$ cat src/rtl/hbd_pkg.sv
`timescale 1ns / 1ps
// ----------------------------------------------------------------------------
// hbd_pkg: shared types and constants for the HSV bulb color driver
// Item formats, command codes, multiplier lane control and hue helpers.
// ----------------------------------------------------------------------------
package hbd_pkg;

  localparam int unsigned HUE_SECTOR = 43;
  localparam int unsigned FULL_SCALE = 255;
  localparam int unsigned REM_SCALE  = 6;

  typedef enum logic [1:0] {
    CMD_POWER      = 2'd0,
    CMD_LEVEL      = 2'd1,
    CMD_HUE        = 2'd2,
    CMD_SATURATION = 2'd3
  } cmd_t;

  typedef struct packed {
    logic [1:0] command;
    logic [7:0] value;
  } in_item_t;

  typedef struct packed {
    logic [7:0] red_duty;
    logic [7:0] green_duty;
    logic [7:0] blue_duty;
  } out_item_t;

  // Control of one serial multiplier lane
  typedef struct packed {
    logic load;
    logic step;
  } mul_ctrl_t;

  // Hue region 0..5, each HUE_SECTOR wide but the last, which runs up to 255
  function automatic logic [2:0] hue_region(input logic [7:0] h);
    logic [2:0] r;
    if (h >= 8'(5 * HUE_SECTOR)) begin
      r = 3'd5;
    end else if (h >= 8'(4 * HUE_SECTOR)) begin
      r = 3'd4;
    end else if (h >= 8'(3 * HUE_SECTOR)) begin
      r = 3'd3;
    end else if (h >= 8'(2 * HUE_SECTOR)) begin
      r = 3'd2;
    end else if (h >= 8'(HUE_SECTOR)) begin
      r = 3'd1;
    end else begin
      r = 3'd0;
    end
    return r;
  endfunction

  // Offset within the region, scaled by REM_SCALE (0..252)
  function automatic logic [7:0] hue_rem(input logic [7:0] h);
    logic [7:0] base;
    logic [7:0] off;
    base = 8'(32'(hue_region(h)) * HUE_SECTOR);
    off  = h - base;
    return 8'(32'(off) * REM_SCALE);
  endfunction

endpackage

$ cat src/rtl/hsv_bulb_color_driver.sv
`timescale 1ns / 1ps
// Flow: an accepted item runs prepare, four digit steps of the 2-bit serial
//   multipliers, a reload, four more digit steps, then output select, which
//   waits in S_DONE until the output register is free. An item is taken only
//   in S_IDLE, so no new item is taken while the last one is still in work.
//   The next item is taken while a finished result still waits for out_ready.
// Reset: rst_n (synchronous) clears power, level, hue, saturation and control.
// ----------------------------------------------------------------------------
// hsv_bulb_color_driver: RGB lamp duty generator from HSV attributes
// Each item writes one attribute; the block answers with new R, G, B duties.
// ----------------------------------------------------------------------------
module hsv_bulb_color_driver (
  input  logic               clk,
  input  logic               rst_n,
  input  logic               in_valid,
  output logic               in_ready,
  input  hbd_pkg::in_item_t  in_data,
  output logic               out_valid,
  input  logic               out_ready,
  output hbd_pkg::out_item_t out_data
);
  import hbd_pkg::*;

  typedef enum logic [5:0] {
    S_IDLE  = 6'b000001,
    S_PREP  = 6'b000010,
    S_MUL1  = 6'b000100,
    S_LOAD2 = 6'b001000,
    S_MUL2  = 6'b010000,
    S_DONE  = 6'b100000
  } state_t;

  state_t    state_r, state_nxt;
  logic [1:0] cnt_r, cnt_nxt;

  // Lamp attributes
  logic       power_r, power_nxt;
  logic [7:0] level_r, level_nxt;
  logic [7:0] hue_r, hue_nxt;
  logic [7:0] sat_r, sat_nxt;

  out_item_t out_r, out_nxt;
  logic      out_valid_r, out_valid_nxt;

  logic       in_acc;
  logic       out_load;
  logic [7:0] v;
  logic [7:0] rem;
  logic [2:0] region;

  // Lane 0: s*rem, then q = v*(255 - that>>8)
  // Lane 1: s*(255-rem), then t = v*(255 - that>>8)
  // Lane 2: p = v*(255-s), loaded once
  mul_ctrl_t  ctrl0, ctrl1, ctrl2;
  logic [7:0] mc0, mc1, mc2;
  logic [7:0] mp0, mp1, mp2;
  logic [7:0] hi0, hi1, hi2;

  assign in_ready = (state_r == S_IDLE);
  assign in_acc   = in_valid && in_ready;

  assign v      = power_r ? level_r : 8'h00;
  assign rem    = hue_rem(hue_r);
  assign region = hue_region(hue_r);

  // Take the item: write the addressed attribute
  always_comb begin
    power_nxt = power_r;
    level_nxt = level_r;
    hue_nxt   = hue_r;
    sat_nxt   = sat_r;
    if (in_acc) begin
      unique case (cmd_t'(in_data.command))
        CMD_POWER:      power_nxt = in_data.value[0];
        CMD_LEVEL:      level_nxt = in_data.value;
        CMD_HUE:        hue_nxt   = in_data.value;
        CMD_SATURATION: sat_nxt   = in_data.value;
        default:        sat_nxt   = in_data.value;
      endcase
    end
  end

  // Lane operands: first round in S_PREP, second round in S_LOAD2
  always_comb begin
    ctrl0.load = (state_r == S_PREP) || (state_r == S_LOAD2);
    ctrl0.step = (state_r == S_MUL1) || (state_r == S_MUL2);
    ctrl1      = ctrl0;
    ctrl2.load = (state_r == S_PREP);
    ctrl2.step = (state_r == S_MUL1);

    mc2 = v;
    mp2 = 8'(FULL_SCALE) - sat_r;
    if (state_r == S_PREP) begin
      mc0 = sat_r;
      mp0 = rem;
      mc1 = sat_r;
      mp1 = 8'(FULL_SCALE) - rem;
    end else begin
      mc0 = v;
      mp0 = 8'(FULL_SCALE) - hi0;
      mc1 = v;
      mp1 = 8'(FULL_SCALE) - hi1;
    end
  end

  hbd_serial_mul u_lane0 (.clk(clk), .ctrl(ctrl0), .mcand(mc0), .mplier(mp0),
                          .product_hi(hi0));
  hbd_serial_mul u_lane1 (.clk(clk), .ctrl(ctrl1), .mcand(mc1), .mplier(mp1),
                          .product_hi(hi1));
  hbd_serial_mul u_lane2 (.clk(clk), .ctrl(ctrl2), .mcand(mc2), .mplier(mp2),
                          .product_hi(hi2));

  // Sequencer
  always_comb begin
    state_nxt = state_r;
    cnt_nxt   = cnt_r;
    unique case (state_r)
      S_IDLE: begin
        if (in_acc) begin
          state_nxt = S_PREP;
        end
      end
      S_PREP: begin
        state_nxt = S_MUL1;
        cnt_nxt   = 2'd0;
      end
      S_MUL1: begin
        cnt_nxt = cnt_r + 2'd1;
        if (cnt_r == 2'd3) begin
          state_nxt = S_LOAD2;
        end
      end
      S_LOAD2: begin
        state_nxt = S_MUL2;
        cnt_nxt   = 2'd0;
      end
      S_MUL2: begin
        cnt_nxt = cnt_r + 2'd1;
        if (cnt_r == 2'd3) begin
          state_nxt = S_DONE;
        end
      end
      S_DONE: begin
        // hold until the output register is free
        if (out_load) begin
          state_nxt = S_IDLE;
        end
      end
      default: state_nxt = S_IDLE;
    endcase
  end

  // Region mux: p = hi2, q = hi0, t = hi1
  assign out_load = (state_r == S_DONE) && (!out_valid_r || out_ready);

  always_comb begin
    out_nxt = out_r;
    if (out_load) begin
      if (sat_r == 8'h00) begin
        out_nxt = '{red_duty: v, green_duty: v, blue_duty: v};
      end else begin
        unique case (region)
          3'd0:    out_nxt = '{red_duty: v,   green_duty: hi1, blue_duty: hi2};
          3'd1:    out_nxt = '{red_duty: hi0, green_duty: v,   blue_duty: hi2};
          3'd2:    out_nxt = '{red_duty: hi2, green_duty: v,   blue_duty: hi1};
          3'd3:    out_nxt = '{red_duty: hi2, green_duty: hi0, blue_duty: v};
          3'd4:    out_nxt = '{red_duty: hi1, green_duty: hi2, blue_duty: v};
          default: out_nxt = '{red_duty: v,   green_duty: hi2, blue_duty: hi0};
        endcase
      end
    end
  end

  assign out_valid_nxt = out_load || (out_valid_r && !out_ready);

  always_ff @(posedge clk) begin
    if (!rst_n) begin
      state_r     <= S_IDLE;
      cnt_r       <= 2'd0;
      power_r     <= 1'b0;
      level_r     <= 8'h00;
      hue_r       <= 8'h00;
      sat_r       <= 8'h00;
      out_valid_r <= 1'b0;
    end else begin
      state_r     <= state_nxt;
      cnt_r       <= cnt_nxt;
      power_r     <= power_nxt;
      level_r     <= level_nxt;
      hue_r       <= hue_nxt;
      sat_r       <= sat_nxt;
      out_valid_r <= out_valid_nxt;
    end
  end

  always_ff @(posedge clk) begin
    out_r <= out_nxt;
  end

  assign out_valid = out_valid_r;
  assign out_data  = out_r;

`ifndef ASSERT_OFF
  a_accept_prep: assert property (@(posedge clk) disable iff (!rst_n)
    in_valid && in_ready |=> state_r == S_PREP)
    else $error("accepted item did not start preparation");

  a_done_holds: assert property (@(posedge clk) disable iff (!rst_n)
    state_r == S_DONE && out_valid && !out_ready |=> state_r == S_DONE)
    else $error("result dropped while output stalled");

  a_mul1_end: assert property (@(posedge clk) disable iff (!rst_n)
    state_r == S_MUL1 && cnt_r == 2'd3 |=> state_r == S_LOAD2)
    else $error("first multiply round ran wrong length");

  a_busy_no_ready: assert property (@(posedge clk) disable iff (!rst_n)
    state_r != S_IDLE |-> !in_ready)
    else $error("input ready while an item is in flight");
`endif

endmodule

$ cat src/rtl/hbd_serial_mul.sv
`timescale 1ns / 1ps
// ----------------------------------------------------------------------------
// hbd_serial_mul: 8x8 multiplier lane, one 2-bit digit per cycle while step is set
// Load sets the operands; four steps leave the 16-bit product in place.
// ----------------------------------------------------------------------------
module hbd_serial_mul (
  input  logic              clk,
  input  hbd_pkg::mul_ctrl_t ctrl,
  input  logic [7:0]        mcand,
  input  logic [7:0]        mplier,
  output logic [7:0]        product_hi
);
  import hbd_pkg::*;

  logic [7:0]  mcand_r;
  logic [15:0] acc_r;     // high byte: partial sum, low byte: multiplier digits
  logic [15:0] acc_nxt;
  logic [9:0]  sum;

  // Add the multiplicand times the lowest digit, then shift right one digit
  assign sum = 10'(acc_r[15:8]) + 10'(mcand_r) * 10'(acc_r[1:0]);

  always_comb begin
    acc_nxt = acc_r;
    if (ctrl.load) begin
      acc_nxt = {8'h00, mplier};
    end else if (ctrl.step) begin
      acc_nxt = {sum, acc_r[7:2]};
    end
  end

  always_ff @(posedge clk) begin
    acc_r <= acc_nxt;
    if (ctrl.load) begin
      mcand_r <= mcand;
    end
  end

  assign product_hi = acc_r[15:8];

endmodule
$ cat config.mk
export PLATFORM = sky130hd
export DESIGN_NAME = hsv_bulb_color_driver
export DESIGN_NICKNAME = d
export VERILOG_FILES = /design/src/rtl/hbd_pkg.sv /design/src/rtl/hsv_bulb_color_driver.sv /design/src/rtl/hbd_serial_mul.sv
export SDC_FILE = /design/constraint.sdc
export NUM_CORES = 1
export LEC_CHECK = 0
export BUFFER_PORTS_ARGS = -buffer_cell sky130_fd_sc_hd__buf_4
export CAP_MARGIN = 10
export CELL_PAD_IN_SITES_DETAIL_PLACEMENT = 2
export CELL_PAD_IN_SITES_GLOBAL_PLACEMENT = 2
export CORE_UTILIZATION = 41
export CTS_BUF_LIST = sky130_fd_sc_hd__clkbuf_8
export DETAILED_ROUTE_END_ITERATION = 7
export GPL_TIMING_DRIVEN = 1
export PLACE_DENSITY = 0.79
export SLEW_MARGIN = 20
export SYNTH_ARGS = -nofsm -noshare
export SYNTH_HDL_FRONTEND = slang
export SYNTH_SLANG_ARGS = --single-unit
$ cat constraint.sdc
create_clock -name clk -period 5.65 [get_ports clk]
set_input_delay 0.2825 -clock clk [delete_from_list [all_inputs] [get_ports clk]]
set_output_delay 0.2825 -clock clk [all_outputs]
set_load 0.05 [all_outputs]
Word level (Yosys, flattened, before mapping)
Index checks and enable logic that the tools add are counted.

Flip-flop bits (word level): 122. Latch bits: 0. Memory bits (writable): 0. Memory bits (read-only): 0. Input bits: 14. Output and inout bits: 26. Memories: 0.

Add/subtract/negate cells: 9. $mul: 5. Divide/modulo/power cells: 0. Order comparisons: 5. Equal/unequal tests: 18. Shift-type cells: 0. Multiplexer cells: 23. Bitwise gates (word level): 0. Reductions and logical operators: 22.

Operator list (number): $pmux W24 S5 (1); $mux W8 (10); $pmux W6 S6 (1); $sub A8 B8 Y8 const A (4); $add A8 B10 Y10 (3); $mul A8 B2 Y10 (3); $ge A8 B8 Y1 const B (3); $mux W24 (1); $mux W6 (4); $mux W3 (3); $ge A8 B6 Y1 const B (1); $ge A8 B7 Y1 const B (1); $logic_not A8 Y1 (1); $mul A3 B6 Y8 const B (1); $mul A8 B2 Y7 const B (1); $reduce_and A2 Y1 (4); $sub A8 B8 Y8 (1); $eq A2 B2 Y1 const B (3); $eq A3 B2 Y1 const B (2); $eq A6 B1 Y1 const B (1); $eq A6 B2 Y1 const B (1); $eq A6 B3 Y1 const B (1); $eq A6 B4 Y1 const B (1); $eq A6 B5 Y1 const B (1); 18 further kinds (29).

Depth between registers and ports, before layout
Gate-level depths: netlist of the first run.

Depth in word-level cells: 12. Mapped depth: 21. Depth with buffers taken out: 20.

Cells and area by module
From an unflattened synthesis of the first run, not the netlist that was laid out.

Cell total of the unflattened synthesis: 826. Area, all modules: 8424.3 um^2.

Modules (own cells, without submodules): hsv_bulb_color_driver (instances 1, cells each 406, area each 3801.1 um^2, sequential area each 1401.3 um^2); hbd_serial_mul (u_lane0 ...) (instances 2, cells each 140, area each 1537.7 um^2, sequential area each 640.6 um^2); hbd_serial_mul (u_lane2) (instances 1, cells each 140, area each 1547.7 um^2, sequential area each 640.6 um^2).

Least setup slack after synthesis of the first run
OpenSTA, ideal clock, no wires.

Kind: reg-to-reg. Start point: register hue_r[2]. End point: register u_lane1.acc_r[7] (data pin). Setup time: 0.261 ns. Arrival time: 4.333 ns. Data required time: 5.389 ns. Path slack: 1.056 ns. Cell stages (with the launch flop): 18. Path buffers: 0. Clock period less this slack: 4.594 ns. Path through: dfxtp_1 -> or4_2 -> o31a_1 -> o21a_1 -> ha_1 -> fa_1 -> inv_1 -> ha_1 -> a21o_1 -> a21oi_1 -> o21ai_2 -> xor2_2 -> ha_1 -> a21oi_1 -> xnor2_1 -> xnor2_1 -> xnor2_1 -> a221o_1.

Word-level cells in the longest chain between the ends: 12. Elaborated cells between the ends (all ways): 16. Classes of those cells: add/sub: 2; mul: 2; order compare: 5; mux: 7.

RTL lines: start, declared (line hsv_bulb_color_driver.sv:39) `logic [7:0] hue_r, hue_nxt;`; start signal, assigned (line hsv_bulb_color_driver.sv:190) `hue_r <= hue_nxt;`; $ge A8 B6 Y1 (line hbd_pkg.sv:47) `end else if (h >= 8'(HUE_SECTOR)) begin`; $mux W1 (line hbd_pkg.sv:47); $mux W2 (line hbd_pkg.sv:45) `end else if (h >= 8'(2 * HUE_SECTOR)) begin`; $mux W3 (line hbd_pkg.sv:43) `end else if (h >= 8'(3 * HUE_SECTOR)) begin`; $mux W3 (line hbd_pkg.sv:41) `end else if (h >= 8'(4 * HUE_SECTOR)) begin`; $mux W3 (line hbd_pkg.sv:39) `if (h >= 8'(5 * HUE_SECTOR)) begin`; $mul A3 B6 Y8 (line hbd_pkg.sv:59) `base = 8'(32'(hue_region(h)) * HUE_SECTOR);`; $sub A8 B8 Y8 * (line hbd_pkg.sv:60) `off = h - base;`; $mul A8 B2 Y7 * (line hbd_pkg.sv:61) `return 8'(32'(off) * REM_SCALE);`; $sub A8 B8 Y8 * (line hsv_bulb_color_driver.sv:97) `mp1 = 8'(FULL_SCALE) - rem;`; $mux W8 * (line hsv_bulb_color_driver.sv:93) `if (state_r == S_PREP) begin`; $mux W8 * (line hbd_serial_mul.sv:25) `if (ctrl.load) begin`; via u_lane1.acc_nxt[7] (line hbd_serial_mul.sv:17) `logic [15:0] acc_nxt;`; end signal, assigned (line hbd_serial_mul.sv:33) `acc_r <= acc_nxt;`; end, declared (line hbd_serial_mul.sv:16) `logic [15:0] acc_r;`.

Mark *: on every way through the listed nets, which the timed path passes. The rest lies on a longest branch. A chain may end at the register's enable or synchronous reset.

Final worst setup path of the first run
Start point: register hue_r[4]. End point: register u_lane1.acc_r[7] (data pin).

The elaborated chain is that of the path after synthesis.

==> results of run 1 <==
-- timing repair --
action | 4_1_cts | 5_1_grt
endpoints found under the hold margin | 0 | 0
hold buffers | 0 | 0
gates resized for setup | 0 | 1
endpoints found under the setup margin | 0 | 1
-- placed cells by master, fill, tap and decap left out, types with 4 or more instances in the layout --
cell	count
sky130_fd_sc_hd__a21boi_0	22
sky130_fd_sc_hd__a21o_1	11
sky130_fd_sc_hd__a21oi_1	31
sky130_fd_sc_hd__a222oi_1	24
sky130_fd_sc_hd__and2_1	9
sky130_fd_sc_hd__and2b_2	4
sky130_fd_sc_hd__buf_4	44
sky130_fd_sc_hd__clkbuf_8	17
sky130_fd_sc_hd__dfxtp_1	58
sky130_fd_sc_hd__edfxtp_1	64
sky130_fd_sc_hd__fa_1	28
sky130_fd_sc_hd__ha_1	49
sky130_fd_sc_hd__inv_1	101
sky130_fd_sc_hd__inv_4	4
sky130_fd_sc_hd__inv_6	6
sky130_fd_sc_hd__mux2i_1	10
sky130_fd_sc_hd__nand2_1	115
sky130_fd_sc_hd__nand2b_1	4
sky130_fd_sc_hd__nand3_1	26
sky130_fd_sc_hd__nand3b_1	4
sky130_fd_sc_hd__nor2_1	32
sky130_fd_sc_hd__nor2b_1	14
sky130_fd_sc_hd__nor3_1	7
sky130_fd_sc_hd__o21ai_0	50
sky130_fd_sc_hd__o22ai_1	30
sky130_fd_sc_hd__xnor2_1	17
sky130_fd_sc_hd__xor2_1	12
-- layout make-up --
type / instances / area, sq um / area share, %
antenna: 1 / 2.502 / 0.02956
tap: 229 / 286.5 / 3.385
multi-input combinational: 548 / 3991 / 47.15
timing repair buffer: 44 / 330.3 / 3.902
sequential: 122 / 3083 / 36.42
clock buffer: 17 / 234.0 / 2.764
inverter: 103 / 386.6 / 4.568
clock inverter: 15 / 150.1 / 1.774
-- power groups by stage --
stage	clock network, W	registers [W]	logic (W)
floorplan	0	0.00107	0.000629
global placement	0	0.00111	0.000777
detailed placement	0	0.00112	0.000844
CTS	0.000805	0.00110	0.000861
global route	0.000846	0.00111	0.000956
finish	0.000792	0.00110	0.000849
-- tightest hold or removal path: cells and delay by family --
family          cells  cell delay, ns
buf+inv             1            0.13
simple gates        1            0.05
compound gates      1            0.06
-- stage by stage --
stage | hold WS (ns) | util [%] | setup slack (ns) | power [W] | cells
final | 0.09562 | 46.80 | 0.6146 | 0.002743 | 1079
after global placement | 0.4565 | 44.61 | 0.8416 | 0.001890 | 1046
after detailed placement | 0.4702 | 44.61 | 0.3391 | 0.001964 | 1046
after CTS | 0.08354 | 46.74 | 0.2978 | 0.002768 | 1078
after global routing | 0.09658 | 46.79 | 0.1981 | 0.002910 | 1078
after floorplan | 0.4299 | - | 1.056 | 0.001695 | 813
-- cell families (layout without fill, tap and decap cells) --
family	count (synthesis)	count (layout)	share of synthesized area (%)
adders and majority gates	77	77	15.38
AOI/OAI and AO/OA	196	196	17.32
xor gates and xnor gates	30	30	3.543
muxes	11	11	1.509
DFF	122	122	40.41
and+or+nand+nor	234	234	14.42
other	0	1	0
buffers and inverters	143	179	7.413
-- per-layer routing --
metal,wire length [microns],vias to the layer above
met1,9842,3161
met5,35,-
met2,12340,157
met4,792,2
met3,970,54
li1,-,2879
-- registers in the layout, summed over array words and instances (netlist names), 2 cells and up --
signal	count
hue_r	8
u_lane2.mcand_r	8
u_lane2.acc_r	16
sat_r	8
state_r	6
u_lane1.mcand_r	8
out_data	24
level_r	8
u_lane1.acc_r	16
u_lane0.acc_r	16
cnt_r	2
-- how the worst max path moves through the flow --
| stage | slack (ns) | cells after the start | endpoint | startpoint |
|---|---|---|---|---|
| floorplan | 1.06 | 17 | u_lane1.acc_r[7] | hue_r[2] |
| global placement | 0.84 | 20 | u_lane1.acc_r[7] | hue_r[1] |
| detailed placement | 0.34 | 20 | u_lane1.acc_r[7] | hue_r[1] |
| CTS | 0.30 | 20 | u_lane1.acc_r[7] | hue_r[1] |
| global route | 0.20 | 20 | u_lane1.acc_r[7] | hue_r[4] |
| finish | 0.61 | 20 | u_lane1.acc_r[7] | hue_r[4] |
==> report_table.html, run 1 <==
<table>
<tr><th>Metric</th><th>Value</th></tr>
<tr><th colspan="2">STA</th></tr>
<tr><td>Max Transition Viols Final</td><td>0</td></tr>
<tr><td>Pin slew with the least headroom to its limit</td><td>1.170 ns</td></tr>
<tr><td>Total of endpoints with negative setup slack in the final report</td><td>0</td></tr>
<tr><td>Fmax</td><td>0.1986 GHz</td></tr>
<tr><td>Final-report hold violation count</td><td>0</td></tr>
<tr><td>Final cycle utilization of the critical path</td><td>89.12%</td></tr>
<tr><td>Total negative setup slack</td><td>0 ns</td></tr>
<tr><td>Largest clock skew in the final design</td><td>0.01313 ns</td></tr>
<tr><td>RSZ-0062 raised after global routing</td><td>no</td></tr>
<tr><td>Final critical delay including setup and external delays</td><td>5.035 ns</td></tr>
<tr><td>Worst slew margin relative to its limit</td><td>21.41%</td></tr>
<tr><th colspan="2">Clock network</th></tr>
<tr><td>Number of buffers added by the clock tree synthesis step</td><td>17</td></tr>
<tr><td>Clock latency of the later-clocked register in the worst-skew pair</td><td>0.47 ns</td></tr>
<tr><td>Deepest clock path buffer count</td><td>2</td></tr>
<tr><td>Post-CTS Setup Bufs</td><td>0</td></tr>
<tr><td>Clock transition at the registers of the reported paths</td><td>0.09 ns</td></tr>
<tr><td>Clock tree from TritonCTS</td><td>built</td></tr>
<tr><td>Root Driver</td><td>sky130_fd_sc_hd__clkbuf_8</td></tr>
<tr><td>Deepest level of the CTS H-tree</td><td>4</td></tr>
<tr><td>Count of clock tree sinks</td><td>122</td></tr>
<tr><th colspan="2">Min path</th></tr>
<tr><td>Start point of the worst hold path</td><td>in_data[0]</td></tr>
<tr><td>WHS Path Cells</td><td>3</td></tr>
<tr><td>Endpoint, Worst Hold</td><td>hue_r[0]</td></tr>
<tr><td>Hold crit path type</td><td>input port to flip-flop</td></tr>
<tr><th colspan="2">Floorplanning</th></tr>
<tr><td>DIE HEIGHT</td><td>138.4 microns</td></tr>
<tr><td>Placeable core region</td><td>18,090 sq um</td></tr>
<tr><td>Initial Utilization</td><td>42.18%</td></tr>
<tr><td>Floorplan row count</td><td>49</td></tr>
<tr><td>Die area</td><td>19,160 sq um</td></tr>
<tr><td>Die Wd</td><td>138.4 microns</td></tr>
<tr><td>Count of boundary I/O pins</td><td>40</td></tr>
<tr><th colspan="2">Yosys</th></tr>
<tr><td>Most numerous cell in the Yosys netlist</td><td>sky130_fd_sc_hd__nand2_1</td></tr>
<tr><td>Synth Register Bits</td><td>122</td></tr>
<tr><td>Fraction of the yosys area taken by sequential cells</td><td>40.41%</td></tr>
<tr><td>Post-synth top area share</td><td>25.19%</td></tr>
<tr><td>Synthesized netlist cell count</td><td>813</td></tr>
<tr><td>Top cells by area, synth</td><td>sky130_fd_sc_hd__edfxtp_1, sky130_fd_sc_hd__dfxtp_1, sky130_fd_sc_hd__ha_1</td></tr>
<tr><td>Mapped Area</td><td>7629 sq um</td></tr>
<tr><td>Mean area per synthesized cell</td><td>9.383 sq um</td></tr>
<tr><td>Primary FF master, synth</td><td>sky130_fd_sc_hd__edfxtp_1</td></tr>
<tr><td>Post-synth EDFFs</td><td>64</td></tr>
<tr><td>Syn nets</td><td>904</td></tr>
<tr><td>Count of unique library cells instantiated by Yosys</td><td>60</td></tr>
<tr><td>Top cells by instance count after synthesis</td><td>sky130_fd_sc_hd__nand2_1, sky130_fd_sc_hd__inv_1, sky130_fd_sc_hd__edfxtp_1</td></tr>
<tr><td>Share of synthesized flip-flops with an asynchronous set or reset</td><td>0%</td></tr>
<tr><td>Warning count from the yosys run</td><td>0</td></tr>
<tr><td>Cell taking the most area after synthesis</td><td>sky130_fd_sc_hd__edfxtp_1</td></tr>
<tr><th colspan="2">Critical path</th></tr>
<tr><td>Depth of the most critical reg-to-reg path</td><td>20</td></tr>
<tr><td>Data required time at the worst endpoint</td><td>5.88 ns</td></tr>
<tr><td>Buffers and inverters on the worst path</td><td>2</td></tr>
<tr><td>Dominant delay contributor by cell family on the critical path</td><td>compound AO/OA/AOI/OAI gates</td></tr>
<tr><td>Max stage delay cell, worst path</td><td>sky130_fd_sc_hd__dfxtp_1</td></tr>
<tr><td>Reg-to-reg startpoint</td><td>hue_r[4]</td></tr>
<tr><td>Cells along the critical path</td><td>o21ai_0 -&gt; nor3_2 -&gt; a21oi_2 -&gt; inv_1 -&gt; ha_1 -&gt; ha_1 -&gt; inv_1 -&gt; ha_1 -&gt; nand3_1 -&gt; mux2_4 -&gt; or2b_1 -&gt; xor2_1 -&gt; ha_1 -&gt; a21oi_1 -&gt; o21bai_1 -&gt; a21oi_1 -&gt; xnor2_1 -&gt; xnor2_1 -&gt; xnor2_1 -&gt; a221o_1</td></tr>
<tr><td>Most frequent cell on the critical path</td><td>sky130_fd_sc_hd__ha_1</td></tr>
<tr><td>Longest individual stage delay on the worst path</td><td>0.41 ns</td></tr>
<tr><td>Capturing element type of the critical path</td><td>flip-flop</td></tr>
<tr><td>Path type of the worst setup path</td><td>flip-flop to flip-flop</td></tr>
<tr><td>Signal arrival time at the worst endpoint</td><td>5.26 ns</td></tr>
<tr><td>RR Endpoint</td><td>u_lane1.acc_r[7]</td></tr>
<tr><td>Sort of element at the start of the critical path</td><td>flip-flop</td></tr>
<tr><td>Worst-path fanout max</td><td>9</td></tr>
<tr><td>Worst-case register-to-register setup slack</td><td>0.61 ns</td></tr>
<tr><th colspan="2">Place</th></tr>
<tr><td>Input/output buffers</td><td>39</td></tr>
<tr><td>Total placed instance area</td><td>8069 sq um</td></tr>
<tr><td>Weighted congestion reported at the end of routability-driven placement</td><td>0.8316</td></tr>
<tr><td>Dpl hpwl</td><td>18.45 mm</td></tr>
<tr><th colspan="2">Layout</th></tr>
<tr><td>Net count, final</td><td>927</td></tr>
<tr><td>Finished layout cell area</td><td>8464 sq um</td></tr>
<tr><td>Share of layout cells above drive strength 1</td><td>11.31%</td></tr>
<tr><td>Area growth syn-to-layout</td><td>10.96%</td></tr>
<tr><td>Filler Cell Count</td><td>1,941</td></tr>
<tr><th colspan="2">Routing</th></tr>
<tr><td>WL/cell</td><td>22.23 microns</td></tr>
<tr><td>First drt pass iteration count</td><td>8</td></tr>
<tr><td>Total number of vias</td><td>6,253</td></tr>
<tr><td>Post-detailed-route count of antenna-violating nets</td><td>0</td></tr>
<tr><td>Drc violations</td><td>24</td></tr>
<tr><td>DR vias/cell</td><td>5.795</td></tr>
<tr><td>Post-Route WL</td><td>23.98 mm</td></tr>
<tr><td>Number of DRC markers in iteration 0</td><td>547</td></tr>
<tr><th colspan="2">GRT</th></tr>
<tr><td>Met3 Usage GRT</td><td>4.053%</td></tr>
<tr><td>First-pass GRT wire length</td><td>38.60 mm</td></tr>
<tr><td>Antenna violations before repair</td><td>0</td></tr>
<tr><td>Largest net degree at the start of global routing</td><td>41</td></tr>
<tr><td>Vias in the first global route</td><td>6,922</td></tr>
<tr><td>Most heavily used metal layer in global routing</td><td>met2</td></tr>
<tr><td>Met2 track demand over resource in global routing</td><td>47.45%</td></tr>
<tr><td>Global routing met1 resource utilization</td><td>31.21%</td></tr>
<tr><td>Tot GR Track Use</td><td>26.44%</td></tr>
<tr><td>Total congestion overflow</td><td>0</td></tr>
<tr><th colspan="2">Power</th></tr>
<tr><td>Switching Share</td><td>37.53%</td></tr>
<tr><td>Internal power</td><td>0.001714 W</td></tr>
<tr><td>Peak supply drop</td><td>0.1495 mV</td></tr>
<tr><td>Cell area power density</td><td>324.1 nW/um^2</td></tr>
<tr><td>Clk pwr share</td><td>28.9%</td></tr>
<tr><td>Sw power</td><td>0.001030 W</td></tr>
<tr><td>Share of power burned in combinational logic</td><td>30.9%</td></tr>
<tr><td>Sequential share of power</td><td>40.2%</td></tr>
<tr><td>Reported leakage power</td><td>3.612 nW</td></tr>
<tr><th colspan="2">Run</th></tr>
<tr><td>Number of maximum-capacitance constraint violations</td><td>0</td></tr>
<tr><th colspan="2">Run status</th></tr>
<tr><td>Status</td><td>finished, violations left</td></tr>
<tr><td>Violations in the final reports</td><td>design-rule violations</td></tr>
</table>
(Power assumes the default switching activity.)
==> inputs of run 2 (changes only) <==
RECOVER_POWER = 50   (was unset)
==> run 2 against run 1 <==
- via count barely moved
- maximum frequency fell by 0.15%
- critical path depth did not move
- first-iteration DRC count fell by 2.4%
- cell count barely moved
- sequential power barely moved
- final area fell by 1.4%
- clock skew fell by 0.00052 ns
- non-clock buffer count did not move
- largest cell class unchanged
- hold slack improved by 0.0016 ns
- the flow finishes with violations (design-rule violations, max-capacitance violations, max-slew violations)
- die area did not move
- sequential share of layout area rose by 0.50 points
==> report_table.html, run 2 (synthesis gave the netlist of run 1 again) <==
<table>
<tr><th>Metric</th><th>Value</th></tr>
<tr><th colspan="2">Run status</th></tr>
<tr><td>Status</td><td>finished, violations left (unchanged)</td></tr>
<tr><td>Violations in the final reports</td><td>design-rule violations, max-capacitance violations, max-slew violations (was design-rule violations)</td></tr>
<tr><th colspan="2">STA</th></tr>
<tr><td>Total negative setup slack</td><td>0 ns (unchanged)</td></tr>
<tr><td>Largest clock skew in the final design</td><td>0.01261 ns (was 0.01313 ns)</td></tr>
<tr><td>RSZ-0062 raised after global routing</td><td>no (unchanged)</td></tr>
<tr><td>Max Transition Viols Final</td><td>104 (was 0)</td></tr>
<tr><td>Worst slew margin relative to its limit</td><td>-40.76% (was 21.41%)</td></tr>
<tr><td>Total of endpoints with negative setup slack in the final report</td><td>0 (unchanged)</td></tr>
<tr><td>Final critical delay including setup and external delays</td><td>5.043 ns (was 5.035 ns)</td></tr>
<tr><td>Final cycle utilization of the critical path</td><td>89.26% (was 89.12%)</td></tr>
<tr><td>Fmax</td><td>0.1983 GHz (was 0.1986 GHz)</td></tr>
<tr><td>Final-report hold violation count</td><td>0 (unchanged)</td></tr>
<tr><td>Pin slew with the least headroom to its limit</td><td>2.107 ns (was 1.170 ns)</td></tr>
<tr><th colspan="2">Power</th></tr>
<tr><td>Internal power</td><td>0.001712 W (was 0.001714 W)</td></tr>
<tr><td>Switching Share</td><td>37.61% (was 37.53%)</td></tr>
<tr><td>Sequential share of power</td><td>40.2% (about the same)</td></tr>
<tr><td>Cell area power density</td><td>328.6 nW/um^2 (was 324.1 nW/um^2)</td></tr>
<tr><td>Peak supply drop</td><td>0.1495 mV (about the same)</td></tr>
<tr><td>Sw power</td><td>0.001032 W (was 0.001030 W)</td></tr>
<tr><td>Reported leakage power</td><td>3.501 nW (was 3.612 nW)</td></tr>
<tr><td>Clk pwr share</td><td>28.9% (about the same)</td></tr>
<tr><td>Share of power burned in combinational logic</td><td>30.9% (about the same)</td></tr>
<tr><th colspan="2">Critical path</th></tr>
<tr><td>Worst-path fanout max</td><td>9 (unchanged)</td></tr>
<tr><td>Cells along the critical path</td><td>o21ai_0 -&gt; nor3_2 -&gt; a21oi_2 -&gt; inv_1 -&gt; ha_1 -&gt; ha_1 -&gt; inv_1 -&gt; ha_1 -&gt; nand3_1 -&gt; mux2_4 -&gt; or2b_1 -&gt; xor2_1 -&gt; ha_1 -&gt; a21oi_1 -&gt; o21bai_1 -&gt; a21oi_1 -&gt; xnor2_1 -&gt; xnor2_1 -&gt; xnor2_1 -&gt; a221o_1 (unchanged)</td></tr>
<tr><td>Capturing element type of the critical path</td><td>flip-flop (unchanged)</td></tr>
<tr><td>Data required time at the worst endpoint</td><td>5.87 ns (was 5.88 ns)</td></tr>
<tr><td>Path type of the worst setup path</td><td>flip-flop to flip-flop (unchanged)</td></tr>
<tr><td>Longest individual stage delay on the worst path</td><td>0.41 ns (about the same)</td></tr>
<tr><td>Signal arrival time at the worst endpoint</td><td>5.27 ns (was 5.26 ns)</td></tr>
<tr><td>Most frequent cell on the critical path</td><td>sky130_fd_sc_hd__ha_1 (unchanged)</td></tr>
<tr><td>Sort of element at the start of the critical path</td><td>flip-flop (unchanged)</td></tr>
<tr><td>Max stage delay cell, worst path</td><td>sky130_fd_sc_hd__dfxtp_1 (unchanged)</td></tr>
<tr><th colspan="2">Floorplanning</th></tr>
<tr><td>Die area</td><td>19,160 sq um (unchanged)</td></tr>
<tr><td>Die Wd</td><td>138.4 microns (unchanged)</td></tr>
<tr><td>Placeable core region</td><td>18,090 sq um (unchanged)</td></tr>
<tr><td>Initial Utilization</td><td>42.18% (unchanged)</td></tr>
<tr><td>Floorplan row count</td><td>49 (unchanged)</td></tr>
<tr><td>Count of boundary I/O pins</td><td>40 (unchanged)</td></tr>
<tr><td>DIE HEIGHT</td><td>138.4 microns (unchanged)</td></tr>
<tr><th colspan="2">Routing</th></tr>
<tr><td>Number of DRC markers in iteration 0</td><td>534 (was 547)</td></tr>
<tr><td>WL/cell</td><td>22.30 microns (was 22.23 microns)</td></tr>
<tr><td>First drt pass iteration count</td><td>8 (unchanged)</td></tr>
<tr><td>Post-Route WL</td><td>24.04 mm (was 23.98 mm)</td></tr>
<tr><td>DR vias/cell</td><td>5.796 (was 5.795)</td></tr>
<tr><td>Post-detailed-route count of antenna-violating nets</td><td>0 (unchanged)</td></tr>
<tr><td>Drc violations</td><td>12 (was 24)</td></tr>
<tr><td>Total number of vias</td><td>6,248 (was 6,253)</td></tr>
<tr><th colspan="2">Layout</th></tr>
<tr><td>Most common library cell in the layout ignoring fill and taps</td><td>sky130_fd_sc_hd__nand2_1 (unchanged)</td></tr>
<tr><td>Number of antenna repair diodes</td><td>0 (was 1)</td></tr>
<tr><td>Max FFs per register</td><td>24 (unchanged)</td></tr>
<tr><td>Commonest cells after routing, fill and taps aside</td><td>sky130_fd_sc_hd__nand2_1, sky130_fd_sc_hd__inv_1, sky130_fd_sc_hd__edfxtp_1 (unchanged)</td></tr>
<tr><td>Share of layout cells above drive strength 1</td><td>7.774% (was 11.31%)</td></tr>
<tr><td>Final non-filler cell total</td><td>1,078 (was 1,079)</td></tr>
<tr><td>Net count, final</td><td>927 (unchanged)</td></tr>
<tr><td>Area growth syn-to-layout</td><td>9.447% (was 10.96%)</td></tr>
<tr><td>Filler Cell Count</td><td>1,960 (was 1,941)</td></tr>
<tr><th colspan="2">Run</th></tr>
<tr><td>Number of maximum-capacitance constraint violations</td><td>3 (was 0)</td></tr>
<tr><th colspan="2">Clock network</th></tr>
<tr><td>Post-CTS Setup Bufs</td><td>0 (unchanged)</td></tr>
<tr><td>Clock tree from TritonCTS</td><td>built (unchanged)</td></tr>
<tr><td>Deepest clock path buffer count</td><td>2 (unchanged)</td></tr>
<tr><td>Clock latency of the later-clocked register in the worst-skew pair</td><td>0.47 ns (about the same)</td></tr>
<tr><td>Number of buffers added by the clock tree synthesis step</td><td>17 (unchanged)</td></tr>
<tr><td>Root Driver</td><td>sky130_fd_sc_hd__clkbuf_8 (unchanged)</td></tr>
<tr><td>Count of clock tree sinks</td><td>122 (unchanged)</td></tr>
<tr><td>Clock transition at the registers of the reported paths</td><td>0.09 ns (about the same)</td></tr>
<tr><td>Deepest level of the CTS H-tree</td><td>4 (unchanged)</td></tr>
<tr><th colspan="2">GRT</th></tr>
<tr><td>Global routing met1 resource utilization</td><td>31.21% (unchanged)</td></tr>
<tr><td>Largest net degree at the start of global routing</td><td>41 (unchanged)</td></tr>
<tr><td>Total congestion overflow</td><td>0 (unchanged)</td></tr>
<tr><td>Met3 Usage GRT</td><td>4.053% (unchanged)</td></tr>
<tr><td>Met2 track demand over resource in global routing</td><td>47.45% (unchanged)</td></tr>
<tr><td>Vias in the first global route</td><td>6,922 (unchanged)</td></tr>
<tr><td>Antenna violations before repair</td><td>0 (unchanged)</td></tr>
<tr><td>First-pass GRT wire length</td><td>38.60 mm (unchanged)</td></tr>
<tr><td>Most heavily used metal layer in global routing</td><td>met2 (unchanged)</td></tr>
<tr><td>Tot GR Track Use</td><td>26.44% (unchanged)</td></tr>
<tr><th colspan="2">Place</th></tr>
<tr><td>Post-Place Cells</td><td>1,046 (unchanged)</td></tr>
<tr><td>Dpl hpwl</td><td>18.45 mm (unchanged)</td></tr>
<tr><td>Weighted congestion reported at the end of routability-driven placement</td><td>0.8316 (unchanged)</td></tr>
<tr><td>Input/output buffers</td><td>39 (unchanged)</td></tr>
<tr><th colspan="2">Min path</th></tr>
<tr><td>Hold crit path type</td><td>input port to flip-flop (unchanged)</td></tr>
</table>
[run 2: changes by cell type in the layout (fill, tap and decap cells not counted)]
cell,previous run,this run
sky130_fd_sc_hd__and2_0,0,1
sky130_fd_sc_hd__and2_1,9,8
sky130_fd_sc_hd__buf_4,44,16
sky130_fd_sc_hd__clkbuf_1,0,28
sky130_fd_sc_hd__diode_2,1,0
sky130_fd_sc_hd__inv_1,101,102
sky130_fd_sc_hd__inv_2,1,0
sky130_fd_sc_hd__nor2b_1,14,15
sky130_fd_sc_hd__nor2b_4,1,0
[run 2: power by group through the flow]
stage	combinational (W)	sequential, W	clock, W
finish	0.000848	0.00110	0.000793
global route	0.000953	0.00111	0.000846
CTS	0.000861	0.00110	0.000805
detailed placement	0.000844	0.00112	0
global placement	0.000777	0.00111	0
floorplan	0.000629	0.00107	0
[run 2: layer usage]
metal | up-vias | wire (microns) | part of all wire (%)
li1 | 2879 | - | -
met1 | 3148 | 9981 | 42
met2 | 168 | 12270 | 51
met3 | 51 | 968 | 4.0
met4 | 2 | 787 | 3.3
met5 | - | 35 | 0.15
[run 2: worst paths after layout]
| path | start | slack, ns | cells past startpoint | end |
|---|---|---|---|---|
| hold / removal | in_data[0] | 0.1 | 3 | hue_r[0] |
| setup / recovery | hue_r[4] | 0.61 | 20 | u_lane1.acc_r[7] |
| setup reg to reg | hue_r[4] | 0.61 | 20 | u_lane1.acc_r[7] |
| hold reg to reg | level_r[4] | 0.48 | 2 | level_r[4] |
[run 2: area by class of cell]
class | instances | area, sq um | share of cell area (%)
clock inverters | 15 | 150.1 | 1.798
multi-input cells | 548 | 3984 | 47.71
inverters | 103 | 386.6 | 4.631
well taps | 229 | 286.5 | 3.432
clock buffers | 17 | 234.0 | 2.802
flip-flops and latches | 122 | 3083 | 36.92
repair buffers | 44 | 225.2 | 2.697
[run 2: through the flow]
step           setup slack [ns]  instance area, sq um  utilization (%)  total power [W]  hold WS (ns)
4_1_cts                  0.2978                  8453            46.74         0.002768       0.08354
6_report                 0.6069                  8349            46.16         0.002744       0.09718
2_1_floorplan             1.056                  7629                -         0.001695        0.4299
3_3_place_gp             0.8416                  8069            44.61         0.001890        0.4565
5_1_grt                  0.1952                  8349            46.16         0.002908       0.09658
3_5_place_dp             0.3391                  8069            44.61         0.001964        0.4702
[run 2: repair_timing]
| item | 4_1_cts | 5_1_grt |
|---|---|---|
| hold buffers | 0 | 0 |
| gates resized for setup | 0 | 1 |
| setup endpoints to repair | 0 | 1 |
[run 2: worst max-delay path: cells and delay by family (launching register included)]
kind / cells / cell delay (ns)
flops: 1 / 0.41
compound gates: 6 / 1.45
buf+inv: 2 / 0.20
mux: 1 / 0.30
xor+xnor: 4 / 0.69
simple gates: 3 / 0.43
fa+ha+maj: 4 / 1.30
==> inputs of run 3 (changes only) <==
BUFFER_PORTS_ARGS = -buffer_cell sky130_fd_sc_hd__buf_2   (was -buffer_cell sky130_fd_sc_hd__buf_4)
==> run 3 against run 2 <==
- the flow still finishes with violations (design-rule violations, max-capacitance violations, max-slew violations)
- critical path depth stayed put
- via count rose by 1.3%
- utilization decreased by 0.19 points
- cell count is the same
- sequential cell count is the same
- global-route usage up 0.31 points
- first-iteration DRC count grew 7.1%
- sequential share of layout area rose by 0.15 points
- maximum frequency is 1.8% lower
- clock skew grew 0.0051 ns
- die area stayed put
- sequential power about the same
==> report_table.html, run 3 (synthesis gave the netlist of run 1 again) <==
<table>
<tr><th>Metric</th><th>Value</th></tr>
<tr><th colspan="2">Run status</th></tr>
<tr><td>Status</td><td>finished, violations left (unchanged)</td></tr>
<tr><td>Violations in the final reports</td><td>design-rule violations, max-capacitance violations, max-slew violations (unchanged)</td></tr>
<tr><th colspan="2">Floorplanning</th></tr>
<tr><td>Placeable core region</td><td>18,090 sq um (unchanged)</td></tr>
<tr><td>Floorplan row count</td><td>49 (unchanged)</td></tr>
<tr><td>DIE HEIGHT</td><td>138.4 microns (unchanged)</td></tr>
<tr><td>Die area</td><td>19,160 sq um (unchanged)</td></tr>
<tr><td>Count of boundary I/O pins</td><td>40 (unchanged)</td></tr>
<tr><td>Die Wd</td><td>138.4 microns (unchanged)</td></tr>
<tr><td>Initial Utilization</td><td>42.18% (unchanged)</td></tr>
<tr><th colspan="2">Routing</th></tr>
<tr><td>Number of DRC markers in iteration 0</td><td>572 (was 534)</td></tr>
<tr><td>Drc violations</td><td>12 (unchanged)</td></tr>
<tr><td>DR vias/cell</td><td>5.871 (was 5.796)</td></tr>
<tr><td>Post-Route WL</td><td>24.27 mm (was 24.04 mm)</td></tr>
<tr><td>First drt pass iteration count</td><td>8 (unchanged)</td></tr>
<tr><td>Post-detailed-route count of antenna-violating nets</td><td>0 (unchanged)</td></tr>
<tr><td>Total number of vias</td><td>6,329 (was 6,248)</td></tr>
<tr><td>WL/cell</td><td>22.51 microns (was 22.30 microns)</td></tr>
<tr><th colspan="2">Critical path</th></tr>
<tr><td>Data required time at the worst endpoint</td><td>5.86 ns (was 5.87 ns)</td></tr>
<tr><td>Path type of the worst setup path</td><td>flip-flop to flip-flop (unchanged)</td></tr>
<tr><td>Signal arrival time at the worst endpoint</td><td>5.35 ns (was 5.27 ns)</td></tr>
<tr><td>Max stage delay cell, worst path</td><td>sky130_fd_sc_hd__dfxtp_1 (unchanged)</td></tr>
<tr><td>Sort of element at the start of the critical path</td><td>flip-flop (unchanged)</td></tr>
<tr><td>Capturing element type of the critical path</td><td>flip-flop (unchanged)</td></tr>
<tr><td>Worst-case register-to-register setup slack</td><td>0.51 ns (was 0.61 ns)</td></tr>
<tr><td>RR Endpoint</td><td>u_lane1.acc_r[7] (unchanged)</td></tr>
<tr><td>Worst-path fanout max</td><td>9 (unchanged)</td></tr>
<tr><td>Dominant delay contributor by cell family on the critical path</td><td>compound AO/OA/AOI/OAI gates (unchanged)</td></tr>
<tr><td>Buffers and inverters on the worst path</td><td>2 (unchanged)</td></tr>
<tr><td>Reg-to-reg startpoint</td><td>hue_r[4] (unchanged)</td></tr>
<tr><td>Cells along the critical path</td><td>a21o_2 -&gt; a21oi_1 -&gt; a21oi_1 -&gt; inv_1 -&gt; ha_1 -&gt; ha_1 -&gt; inv_1 -&gt; ha_1 -&gt; nand3_1 -&gt; mux2_4 -&gt; or2b_1 -&gt; xor2_1 -&gt; ha_1 -&gt; a21oi_1 -&gt; o21bai_1 -&gt; a21oi_1 -&gt; xnor2_1 -&gt; xnor2_1 -&gt; xnor2_1 -&gt; a221o_1 (was o21ai_0 -&gt; nor3_2 -&gt; a21oi_2 -&gt; inv_1 -&gt; ha_1 -&gt; ha_1 -&gt; inv_1 -&gt; ha_1 -&gt; nand3_1 -&gt; mux2_4 -&gt; or2b_1 -&gt; xor2_1 -&gt; ha_1 -&gt; a21oi_1 -&gt; o21bai_1 -&gt; a21oi_1 -&gt; xnor2_1 -&gt; xnor2_1 -&gt; xnor2_1 -&gt; a221o_1)</td></tr>
<tr><td>Longest individual stage delay on the worst path</td><td>0.54 ns (was 0.41 ns)</td></tr>
<tr><td>Depth of the most critical reg-to-reg path</td><td>20 (unchanged)</td></tr>
<tr><th colspan="2">GRT</th></tr>
<tr><td>Largest net degree at the start of global routing</td><td>42 (was 41)</td></tr>
<tr><td>Antenna violations before repair</td><td>0 (unchanged)</td></tr>
<tr><td>Met2 track demand over resource in global routing</td><td>47.26% (was 47.45%)</td></tr>
<tr><td>Vias in the first global route</td><td>6,902 (was 6,922)</td></tr>
<tr><td>Tot GR Track Use</td><td>26.75% (was 26.44%)</td></tr>
<tr><td>Global routing met1 resource utilization</td><td>31.96% (was 31.21%)</td></tr>
<tr><td>First-pass GRT wire length</td><td>39.09 mm (was 38.60 mm)</td></tr>
<tr><td>Most heavily used metal layer in global routing</td><td>met2 (unchanged)</td></tr>
<tr><td>Met3 Usage GRT</td><td>4.780% (was 4.053%)</td></tr>
<tr><td>Total congestion overflow</td><td>0 (unchanged)</td></tr>
<tr><th colspan="2">STA</th></tr>
<tr><td>Max Transition Viols Final</td><td>105 (was 104)</td></tr>
<tr><td>Largest clock skew in the final design</td><td>0.01768 ns (was 0.01261 ns)</td></tr>
<tr><td>Final critical delay including setup and external delays</td><td>5.137 ns (was 5.043 ns)</td></tr>
<tr><td>Total of endpoints with negative setup slack in the final report</td><td>0 (unchanged)</td></tr>
<tr><td>RSZ-0062 raised after global routing</td><td>no (unchanged)</td></tr>
<tr><td>Total negative setup slack</td><td>0 ns (unchanged)</td></tr>
<tr><td>Worst hold slack after final layout</td><td>0.1230 ns (was 0.09718 ns)</td></tr>
<tr><td>Fmax</td><td>0.1947 GHz (was 0.1983 GHz)</td></tr>
<tr><td>Final cycle utilization of the critical path</td><td>90.92% (was 89.26%)</td></tr>
<tr><td>Final-report hold violation count</td><td>0 (unchanged)</td></tr>
<tr><td>Worst slew margin relative to its limit</td><td>-52.36% (was -40.76%)</td></tr>
<tr><td>Pin slew with the least headroom to its limit</td><td>2.281 ns (was 2.107 ns)</td></tr>
<tr><th colspan="2">Min path</th></tr>
<tr><td>Endpoint, Worst Hold</td><td>hue_r[0] (unchanged)</td></tr>
<tr><td>Hold crit path type</td><td>input port to flip-flop (unchanged)</td></tr>
<tr><td>WHS Path Cells</td><td>3 (unchanged)</td></tr>
<tr><td>Start point of the worst hold path</td><td>in_data[0] (unchanged)</td></tr>
<tr><th colspan="2">Layout</th></tr>
<tr><td>Number of antenna repair diodes</td><td>0 (unchanged)</td></tr>
<tr><td>Net count, final</td><td>927 (unchanged)</td></tr>
<tr><td>Final core occ</td><td>45.98% (was 46.16%)</td></tr>
<tr><td>Area growth syn-to-layout</td><td>9.004% (was 9.447%)</td></tr>
<tr><td>Share of layout cells above drive strength 1</td><td>7.656% (was 7.774%)</td></tr>
<tr><td>Most common library cell in the layout ignoring fill and taps</td><td>sky130_fd_sc_hd__nand2_1 (unchanged)</td></tr>
<tr><td>Max FFs per register</td><td>24 (unchanged)</td></tr>
<tr><td>Commonest cells after routing, fill and taps aside</td><td>sky130_fd_sc_hd__nand2_1, sky130_fd_sc_hd__inv_1, sky130_fd_sc_hd__edfxtp_1 (unchanged)</td></tr>
<tr><th colspan="2">Place</th></tr>
<tr><td>Dpl hpwl</td><td>18.60 mm (was 18.45 mm)</td></tr>
<tr><td>Input/output buffers</td><td>39 (unchanged)</td></tr>
<tr><td>Weighted congestion reported at the end of routability-driven placement</td><td>0.8488 (was 0.8316)</td></tr>
<tr><th colspan="2">Power</th></tr>
<tr><td>Share of power burned in combinational logic</td><td>30.7% (was 30.9%)</td></tr>
<tr><td>Clk pwr share</td><td>29.0% (was 28.9%)</td></tr>
<tr><td>Cell area power density</td><td>329.4 nW/um^2 (was 328.6 nW/um^2)</td></tr>
<tr><td>Sw power</td><td>0.001030 W (was 0.001032 W)</td></tr>
<tr><td>Reported leakage power</td><td>3.480 nW (was 3.501 nW)</td></tr>
<tr><td>Internal power</td><td>0.001709 W (was 0.001712 W)</td></tr>
<tr><td>Sequential share of power</td><td>40.3% (was 40.2%)</td></tr>
<tr><td>Peak supply drop</td><td>0.1335 mV (was 0.1495 mV)</td></tr>
<tr><td>Switching Share</td><td>37.60% (was 37.61%)</td></tr>
<tr><th colspan="2">Clock network</th></tr>
<tr><td>Deepest clock path buffer count</td><td>2 (unchanged)</td></tr>
<tr><td>Clock latency of the later-clocked register in the worst-skew pair</td><td>0.46 ns (was 0.47 ns)</td></tr>
<tr><td>Count of clock tree sinks</td><td>122 (unchanged)</td></tr>
<tr><td># resized after CTS</td><td>0 (unchanged)</td></tr>
<tr><td>Clock transition at the registers of the reported paths</td><td>0.09 ns (about the same)</td></tr>
<tr><td>Clock tree from TritonCTS</td><td>built (unchanged)</td></tr>
<tr><td>Deepest level of the CTS H-tree</td><td>4 (unchanged)</td></tr>
<tr><td>Post-CTS Hold Fix Bufs</td><td>0 (unchanged)</td></tr>
<tr><td>Number of buffers added by the clock tree synthesis step</td><td>17 (unchanged)</td></tr>
<tr><td>Post-CTS Setup Bufs</td><td>0 (unchanged)</td></tr>
<tr><td>Root Driver</td><td>sky130_fd_sc_hd__clkbuf_8 (unchanged)</td></tr>
<tr><th colspan="2">Run</th></tr>
<tr><td>Number of maximum-capacitance constraint violations</td><td>3 (unchanged)</td></tr>
</table>
==> run 3: through the flow <==
stage	instances	setup WS [ns]	area, sq um	power (W)
after floorplan	813	1.056	7629	0.001695
after global placement	1046	0.8541	7971	0.001885
after detailed placement	1046	0.5369	7971	0.001956
after CTS	1078	0.4295	8358	0.002765
after global routing	1078	0.06939	8315	0.002905
final	1078	0.5131	8315	0.002739
==> run 3: final cells by class <==
| cell class | instances | area [sq um] |
|---|---|---|
| fill | 1955 | 9771 |
| multi-input combinational | 548 | 3980 |
| sequential | 122 | 3083 |
| inverter | 103 | 386.6 |
| tap | 229 | 286.5 |
| clock buffer | 17 | 234.0 |
| timing repair buffer | 44 | 192.7 |
| clock inverter | 15 | 152.6 |
==> run 3: worst reg2reg max path, delay by kind of cell, from the launching register on <==
family | cells | cell delay (ns)
AO/OA/AOI/OAI | 7 | 1.58
adder cells (fa/ha/maj) | 4 | 1.31
XOR/XNOR | 4 | 0.64
flip-flops | 1 | 0.54
multiplexers | 1 | 0.30
AND/OR/NAND/NOR | 2 | 0.27
buffers and inverters | 2 | 0.25
==> run 3: routing by layer <==
metal | wire length (microns) | vias to the layer above
met5 | 0 | -
met2 | 12270 | 194
met1 | 10190 | 3196
li1 | - | 2885
met3 | 1048 | 54
met4 | 759 | 0
==> run 3: power groups by stage <==
stage                     clock network, W  registers, W  logic, W
after floorplan                          0       0.00107  0.000629
after CTS                         0.000810       0.00110  0.000853
after global routing              0.000848       0.00111  0.000948
after detailed placement                 0       0.00112  0.000834
final                             0.000793       0.00110  0.000841
after global placement                   0       0.00111  0.000772
==> run 3: worst max-delay path by stage <==
| stage | cells past startpoint | slack (ns) | startpoint | to |
|---|---|---|---|---|
| finish | 20 | 0.51 | hue_r[4] | u_lane1.acc_r[7] |
| global route | 20 | 0.07 | hue_r[4] | u_lane1.acc_r[7] |
| CTS | 20 | 0.43 | hue_r[4] | u_lane1.acc_r[7] |
| detailed placement | 20 | 0.54 | hue_r[4] | u_lane1.acc_r[7] |
| global placement | 20 | 0.85 | hue_r[1] | u_lane1.acc_r[7] |
| floorplan | 17 | 1.06 | hue_r[2] | u_lane1.acc_r[7] |
